<file path="config.mk">
export PLATFORM = sky130hd
export DESIGN_NAME = gskf_ctrl
export DESIGN_NICKNAME = d
export VERILOG_FILES = /design/src/hdl/gskf_pkg.sv /design/src/hdl/gskf_ctrl.sv
export SDC_FILE = /design/constraint.sdc
export NUM_CORES = 1
export LEC_CHECK = 0
export BUFFER_PORTS_ARGS = -buffer_cell sky130_fd_sc_hd__buf_2
export CORE_ASPECT_RATIO = 1.4
export CORE_MARGIN = 1.5
export CORE_UTILIZATION = 51
export CTS_CLUSTER_SIZE = 16
export DETAILED_ROUTE_END_ITERATION = 6
export MAX_ROUTING_LAYER = met4
export PLACE_DENSITY = 0.85
export SLEW_MARGIN = 20
export SYNTH_ARGS = -nofsm -noshare
export SYNTH_HDL_FRONTEND = slang
export SYNTH_SLANG_ARGS = --single-unit
</file>
<file path="constraint.sdc">
create_clock -name clk -period 9.3 [get_ports clk]
set_input_delay 0.93 -clock clk [delete_from_list [all_inputs] [get_ports clk]]
set_output_delay 0.93 -clock clk [all_outputs]
set_load 0.02 [all_outputs]
</file>
<file path="src/hdl/gskf_pkg.sv">
package gskf_pkg;

  localparam int NUM_GENERATIONS = 4;
  localparam int ENTRIES_PER_GEN = 64;

  localparam int KEY_W   = 64;
  localparam int LIMIT_W = 6;
  localparam logic [LIMIT_W-1:0] LIMIT_RESET = LIMIT_W'(63);

  localparam int GEN_W     = (NUM_GENERATIONS > 1) ? $clog2(NUM_GENERATIONS) : 1;
  localparam int ENT_W     = $clog2(ENTRIES_PER_GEN);
  localparam int FILL_W    = $clog2(ENTRIES_PER_GEN + 1);
  localparam int CMP_W     = (FILL_W > LIMIT_W) ? FILL_W : LIMIT_W;
  localparam int ADDR_W    = GEN_W + ENT_W;
  localparam int RAM_DEPTH = 2 ** ADDR_W;
  localparam int OUT_W     = 8;

  localparam logic [GEN_W-1:0]  LAST_GEN = GEN_W'(NUM_GENERATIONS - 1);
  localparam logic [FILL_W-1:0] FULL_FILL = FILL_W'(ENTRIES_PER_GEN);

  typedef struct packed {
    logic              en;
    logic [ADDR_W-1:0] addr;
    logic [KEY_W-1:0]  data;
  } ram_wr_t;

  typedef struct packed {
    logic rotated;
    logic filtered;
  } result_t;

endpackage

</file>
<file path="src/hdl/gskf_ctrl.sv">
module gskf_ctrl (
  input  logic                          clk,
  input  logic                          rst,
  input  logic                          start,
  input  logic [gskf_pkg::KEY_W-1:0]    key,
  input  logic [gskf_pkg::LIMIT_W-1:0]  gen_limit,
  output logic [gskf_pkg::ADDR_W-1:0]   rd_addr,
  input  logic [gskf_pkg::KEY_W-1:0]    rd_data,
  output gskf_pkg::ram_wr_t             wr,
  output logic                          idle,
  output logic                          res_valid,
  output gskf_pkg::result_t             res,
  input  logic                          res_take
);
  import gskf_pkg::*;

  typedef enum logic [3:0] {
    ST_IDLE   = 4'b0001,
    ST_SCAN   = 4'b0010,
    ST_INSERT = 4'b0100,
    ST_RESULT = 4'b1000
  } state_t;

  state_t            state;
  logic [KEY_W-1:0]  key_reg;
  logic [GEN_W-1:0]  g_idx;
  logic [FILL_W-1:0] e_idx;
  logic              cmp_vld;
  logic [FILL_W-1:0] gen_fill [NUM_GENERATIONS];
  logic [GEN_W-1:0]  current_gen;

  logic [GEN_W-1:0]  fill_idx;
  logic [FILL_W-1:0] fill_sel;
  logic              hit_now;
  logic              rd_issue;
  logic              rot;
  logic [GEN_W-1:0]  nxt_gen;
  logic [FILL_W-1:0] base;

  // One fill-count read port: the scanned generation while searching,
  // the generation taking inserts otherwise.
  assign fill_idx = (state == ST_SCAN) ? g_idx : current_gen;
  assign fill_sel = gen_fill[fill_idx];

  // The single comparator checks the entry read in the previous cycle.
  assign hit_now  = cmp_vld && (rd_data == key_reg);
  assign rd_issue = (state == ST_SCAN) && !hit_now && (e_idx < fill_sel);
  assign rd_addr  = {g_idx, e_idx[ENT_W-1:0]};

  assign rot     = (CMP_W'(fill_sel) > CMP_W'(gen_limit)) || (fill_sel >= FULL_FILL);
  assign nxt_gen = !rot ? current_gen :
                   (current_gen == LAST_GEN) ? '0 : current_gen + 1'b1;
  assign base    = rot ? '0 : fill_sel;

  always_comb begin
    wr.en   = (state == ST_INSERT) && !hit_now;
    wr.addr = {nxt_gen, base[ENT_W-1:0]};
    wr.data = key_reg;
  end

  assign idle      = (state == ST_IDLE);
  assign res_valid = (state == ST_RESULT);

  always_ff @(posedge clk) begin
    if (rst) begin
      state       <= ST_IDLE;
      cmp_vld     <= 1'b0;
      current_gen <= '0;
      for (int i = 0; i < NUM_GENERATIONS; i++) begin
        gen_fill[i] <= '0;
      end
    end else begin
      cmp_vld <= rd_issue;
      case (state)
        ST_IDLE: begin
          if (start) begin
            key_reg <= key;
            g_idx   <= '0;
            e_idx   <= '0;
            state   <= ST_SCAN;
          end
        end
        ST_SCAN: begin
          if (hit_now) begin
            res.filtered <= 1'b0;
            res.rotated  <= 1'b0;
            state        <= ST_RESULT;
          end else if (rd_issue) begin
            e_idx <= e_idx + 1'b1;
          end else if (g_idx == LAST_GEN) begin
            state <= ST_INSERT;
          end else begin
            g_idx <= g_idx + 1'b1;
            e_idx <= '0;
          end
        end
        ST_INSERT: begin
          if (hit_now) begin
            res.filtered <= 1'b0;
            res.rotated  <= 1'b0;
          end else begin
            res.filtered      <= 1'b1;
            res.rotated       <= rot;
            current_gen       <= nxt_gen;
            gen_fill[nxt_gen] <= base + 1'b1;
          end
          state <= ST_RESULT;
        end
        ST_RESULT: begin
          if (res_take) begin
            state <= ST_IDLE;
          end
        end
        default: begin
          state <= ST_IDLE;
        end
      endcase
    end
  end

  a_fill_bound: assert property (@(posedge clk) disable iff (rst)
    gen_fill[current_gen] <= FULL_FILL)
    else $error("fill count of the current generation exceeds its size");

  a_write_filters: assert property (@(posedge clk) disable iff (rst)
    wr.en |=> (state == ST_RESULT) && res.filtered)
    else $error("a store write did not produce a filter result");

  a_rotate_implies_filter: assert property (@(posedge clk) disable iff (rst)
    (state == ST_RESULT) && res.rotated |-> res.filtered)
    else $error("rotation reported on a pass result");

  a_start_scans: assert property (@(posedge clk) disable iff (rst)
    (state == ST_IDLE) && start |=> (state == ST_SCAN))
    else $error("accepted request did not start a scan");

endmodule

</file>
# [After elaboration in Yosys (flattened, before gate mapping)]
# Memories as Yosys holds them, arrays and structs flattened.
# Index checks and enable logic that the tools add are counted.
[totals] n_memories=1 out_inout_bits=85 register_bits=82 in_bits=138 mem_bits_rw=28 word_cells=81
[mem_list] memory="gen_fill" words=4 word_bits=7 read_ports=1 rd_clocked_by_memory_dff=0 write_ports=4 line="gskf_ctrl.sv:29" rtl="logic [FILL_W-1:0] gen_fill [NUM_GENERATIONS];"
[op_classes] n_lt_le_gt_ge=3 n_mux=32 n_bitwise=2 eq_ne=16 reduce_logical=15 n_addsub=4
[ops] operator="$eq 64x64->1" count=1
[ops] operator="$mux 7" count=6
[ops] operator="$mux 2" count=10
[ops] operator="$mux 4" count=5
[ops] operator="$pmux 4 s4" count=1
[ops] operator="$add 7x1->7 const B" count=2
[ops] operator="$pmux 7 s2" count=1
[ops] operator="$ne 2x2->1 const B" count=5
[ops] operator="$pmux 2 s2" count=2
[ops] operator="$ge 7x7->1 const B" count=1
[ops] operator="$gt 7x6->1" count=1
[ops] operator="$lt 7x7->1" count=1
[ops] operator="$mux 1" count=7
[ops] operator="$reduce_or 7->1" count=1
[ops] operator="$ne 3x3->1 const B" count=2
[ops] operator="$reduce_and 3->1" count=2
[ops] operator="$reduce_and 6->1" count=1
[ops] operator="$reduce_and 5->1" count=1
[ops] operator="$add 2x1->2 const B" count=2
[ops] operator="$eq 2x2->1 const B" count=2
[ops] operator="$eq 4x1->1 const B" count=1
[ops] operator="$eq 4x2->1 const B" count=1
[ops] operator="$eq 4x3->1 const B" count=1
[ops] operator="$eq 4x4->1 const B" count=1
[ops] operator="9 further kinds" count=14

# [Longest topological paths before layout]
[depth] ltp_word=8 depth_mapped=19 depth_no_buf=17

# [Least setup slack after synthesis]
# OpenSTA, ideal clock, no wires.
[synth_path] path_kind="reg-to-reg" from="register state[1]" to="register key_reg[0] (enable)" required_ns=8.813 path_slack_ns=4.401 path_stages_with_launch=5 path_buffers=1 setup_ns=0.487 synth_period_minus_slack_ns=4.899 arrival_time_ns=4.412 cell_sequence="dfxtp_1 buf_2 nor4b_1 nand2_1 nor2_1"
[synth_between] elab_chain_cells=2
[synth_rtl] item="start: declaration" line="gskf_ctrl.sv:24" rtl="state_t state;"
[synth_rtl] item="start signal: assignment" line="gskf_ctrl.sv:66" rtl="state <= ST_IDLE;"
[synth_rtl] item="start signal: assignment" line="gskf_ctrl.sv:80" rtl="state <= ST_SCAN;"
[synth_rtl] item="start signal: assignment" line="gskf_ctrl.sv:87" rtl="state <= ST_RESULT;"
[synth_rtl] item="$eq 4x1->1"
[synth_rtl] item="named net idle" line="gskf_ctrl.sv:10" rtl="output logic idle,"
[synth_rtl] item="$reduce_and 3->1 (no source line)"
[synth_rtl] item="end signal: assignment" line="gskf_ctrl.sv:77" rtl="key_reg <= key;"
[synth_rtl] item="end: declaration" line="gskf_ctrl.sv:25" rtl="logic [KEY_W-1:0] key_reg;"
# The timed path passes the listed nets, and every way through them passes these cells.
# A chain may end at the register's enable or synchronous reset.

==> impl_metrics.env <==
export IMPL_cts_buffers_inserted=9
export IMPL_cts_root_buffer="clkbuf_16"
export IMPL_rsz0062_at_grt="false"
export IMPL_drc=0
export IMPL_layout_min_cycle_time_ns=5.78
export IMPL_yosys_warnings=0
export IMPL_cts_sinks=110
export IMPL_grt_pass1_wl_mm=23.0
export IMPL_crit_type="reg -> out"
export IMPL_area_growth_pct=26.3
export IMPL_initial_core_util=0.519
export IMPL_path_max_fanout=18
export IMPL_ctsHtreeMaxLevel=3
export IMPL_row_count=45
export IMPL_finalCritPeriodShare=0.621
export IMPL_antenna_found_initial=0
export IMPL_grt_pass1_vias=4582
export IMPL_startpoint_type="flop"
export IMPL_async_flop_share=0
export IMPL_fmax_mhz=173
export IMPL_critPathCaptureType="output port"
export IMPL_grt_ovfl_total=0
export IMPL_core_area_sq_um=10800
export IMPL_finalHoldViolations=0
export IMPL_syn_area_sq_um=5580
export IMPL_synth_nets=603
export IMPL_nNetsFinal=822
export IMPL_regArea_sq_um=3230
export IMPL_clkLatencyLatePin_ns=0.34
export IMPL_track_usage=0.276
export IMPL_drtIter0Drc=246
export IMPL_synth_area_top_cells="edfxtp_1 (55%), xor2_1 (6.4%), mux2i_1 (3.8%), ha_1 (3.4%), nor2_1 (3.1%)"
export IMPL_dieWidth_microns=91.4
export IMPL_drv_cap=0
export IMPL_wirelength_mm=15.5
export IMPL_cts_tree="yes"
export IMPL_die_h_microns=127
export IMPL_worst_pin_slew_ns=0.857
export IMPL_cts_hold_buf=0
export IMPL_synth_edf_count=103
export IMPL_setup_viol=0
export IMPL_die_area_sq_um=11600
export IMPL_multi_input_area_sq_um=2160
export IMPL_ys_ff_latch=110
export IMPL_synth_area_leader_cell="edfxtp_1"
export IMPL_crit_arrival_ns=4.85
export IMPL_antennaDiodeCount=0
export IMPL_largest_reg_flops=64
export IMPL_ant_nets=0
export IMPL_synthFlopType="edfxtp_1"
export IMPL_synth_cells=450
export IMPL_hold_path_class="reg -> reg"
export IMPL_drive_gt1_frac=0.371
export IMPL_status="complete, no violations"
export IMPL_gp_congestion=0.891
export IMPL_yosysTopAreaCellShare=0.554
export IMPL_vdd_drop_max_v=0.000132
export IMPL_slew_viol_final=0
export IMPL_ys_seq_area_frac=0.579
export IMPL_synth_cell_types=56
export IMPL_setup_slack_ns=3.52
export IMPL_vias_per_cell=5.43
export IMPL_dp_slack_ns=3.91
export IMPL_via_count=4425
export IMPL_cts_setup_buffers=0
export IMPL_dp_hpwl_mm=12.8
export IMPL_timing_slew_headroom=0.423
export IMPL_syn_area_per_cell_sq_um=12.4
export IMPL_cts_resized=0
export IMPL_ios=223
export IMPL_drt_pass1_iterations=5
export IMPL_post_drt_wl_per_cell_microns=19.0
export IMPL_tns_ns=0
export IMPL_cp_required_ns=8.37
export IMPL_finClkSkew_ns=0.0115
export IMPL_clkTransAtPathRegs_ns=0.07
export IMPL_fill_cells=824
export IMPL_cts_buffer_depth=2
export IMPL_p_leak_nw=3.02
export IMPL_portBuffers=222
export IMPL_powerDensity_nw_per_um2=155
export IMPL_grt_max_degree=65
[synthesized netlist by cell type, types with 2 or more instances]
cell type	count
o21a_1	2
nor2b_1	10
and3_1	5
clkbuf_1	4
nor4_1	11
dfxtp_1	7
a31oi_1	3
a2111oi_0	4
o22ai_1	2
xnor2_1	18
buf_6	2
mux2_2	3
ha_1	15
nand4_1	6
o211ai_1	2
a211oi_1	3
buf_2	2
o2111ai_1	2
o21ai_0	7
nand2b_1	21
inv_1	24
nor2_1	46
mux2i_1	21
and2_1	7
xor2_1	41
o2111a_1	2
nand3_1	7
buf_4	8
a21o_1	4
nor3_1	6
or3_1	2
a21oi_1	9
edfxtp_1	103
nand2_1	19
[kinds of logic after synthesis]
| family | count (synthesis) | synth area share |
|---|---|---|
| AO/OA/AOI/OAI | 48 | 0.0645 |
| adder cells (fa/ha/maj) | 15 | 0.0336 |
| flip-flops | 110 | 0.579 |
| AND/OR/NAND/NOR | 152 | 0.147 |
| multiplexers | 25 | 0.0477 |
| buffers and inverters | 41 | 0.0361 |
| XOR/XNOR | 59 | 0.0925 |
[area by class of cell]
class                           count  area share
Clock buffer                       10      0.0325
Clock inverter                      6     0.00532
Inverter                           25      0.0133
Multi-Input combinational cell    299       0.306
Sequential cell                   110       0.458
Tap cell                          141      0.0250
Timing Repair Buffer              224       0.160
[layout by cell type, fill, tap and decap left out, drive strengths merged, types with 11 or more instances in the layout]
cell,Yosys,final
mux2i,22,22
nor2,46,46
xor2,41,41
nor4,11,11
nand2b,21,21
inv,25,26
nand2,20,20
buf,12,224
ha,15,15
edfxtp,103,103
xnor2,18,18
[final timing paths]
path / from / end / slack [ns] / cells past startpoint
worst max register to register: state[1] / gen_fill[2][6] / 3.98 / 15
worst max-delay path: state[1] / wr[64] / 3.52 / 12
worst min register to register: e_idx[6] / e_idx[6] / 0.65 / 2
worst min-delay path: e_idx[6] / e_idx[6] / 0.65 / 2
[per-stage QoR]
| step | hold WS [ns] | power, W | cells | utilization | cell area, sq um |
|---|---|---|---|---|---|
| after detailed placement | 0.634 | 0.000757 | 799 | 0.631 | 6790 |
| final | 0.651 | 0.00109 | 815 | 0.656 | 7050 |
| after floorplan | 0.523 | 0.000686 | 450 | - | 5580 |
| after CTS | 0.656 | 0.00110 | 815 | 0.656 | 7050 |
| after global routing | 0.671 | 0.00113 | 815 | 0.656 | 7050 |
| after global placement | 0.614 | 0.000751 | 799 | 0.631 | 6790 |
[layer usage]
layer | wire length, microns | vias up | share of wire | GRT usage
met3 | 1470 | 28 | 0.095 | 0.0659
met2 | 8200 | 226 | 0.53 | 0.488
met4 | 421 | 0 | 0.027 | 0.108
met5 | 0 | - | 0 | -
li1 | - | 2064 | - | -
met1 | 5390 | 2107 | 0.35 | 0.297
[critical path, stage by stage, from the launching register on]
cell	delay, ns
dfxtp_1	0.51
nor4b_4	0.58
mux2i_1	0.76
a211oi_1	0.10
a21oi_1	0.40
ha_1	0.33
nand3_1	0.16
a211oi_1	0.08
a211oi_1	0.28
nand3_1	0.16
a32oi_4	0.58
and2_1	0.35
buf_2	0.21
[where the power goes]
| part | switching [W] | internal [W] |
|---|---|---|
| logic | 0.0000959 | 0.0000653 |
| registers | 0.0000170 | 0.000568 |
| clock network | 0.000168 | 0.000181 |
| total | 0.000280 | 0.000814 |
Note: power is estimated with default switching activity, not from simulation.
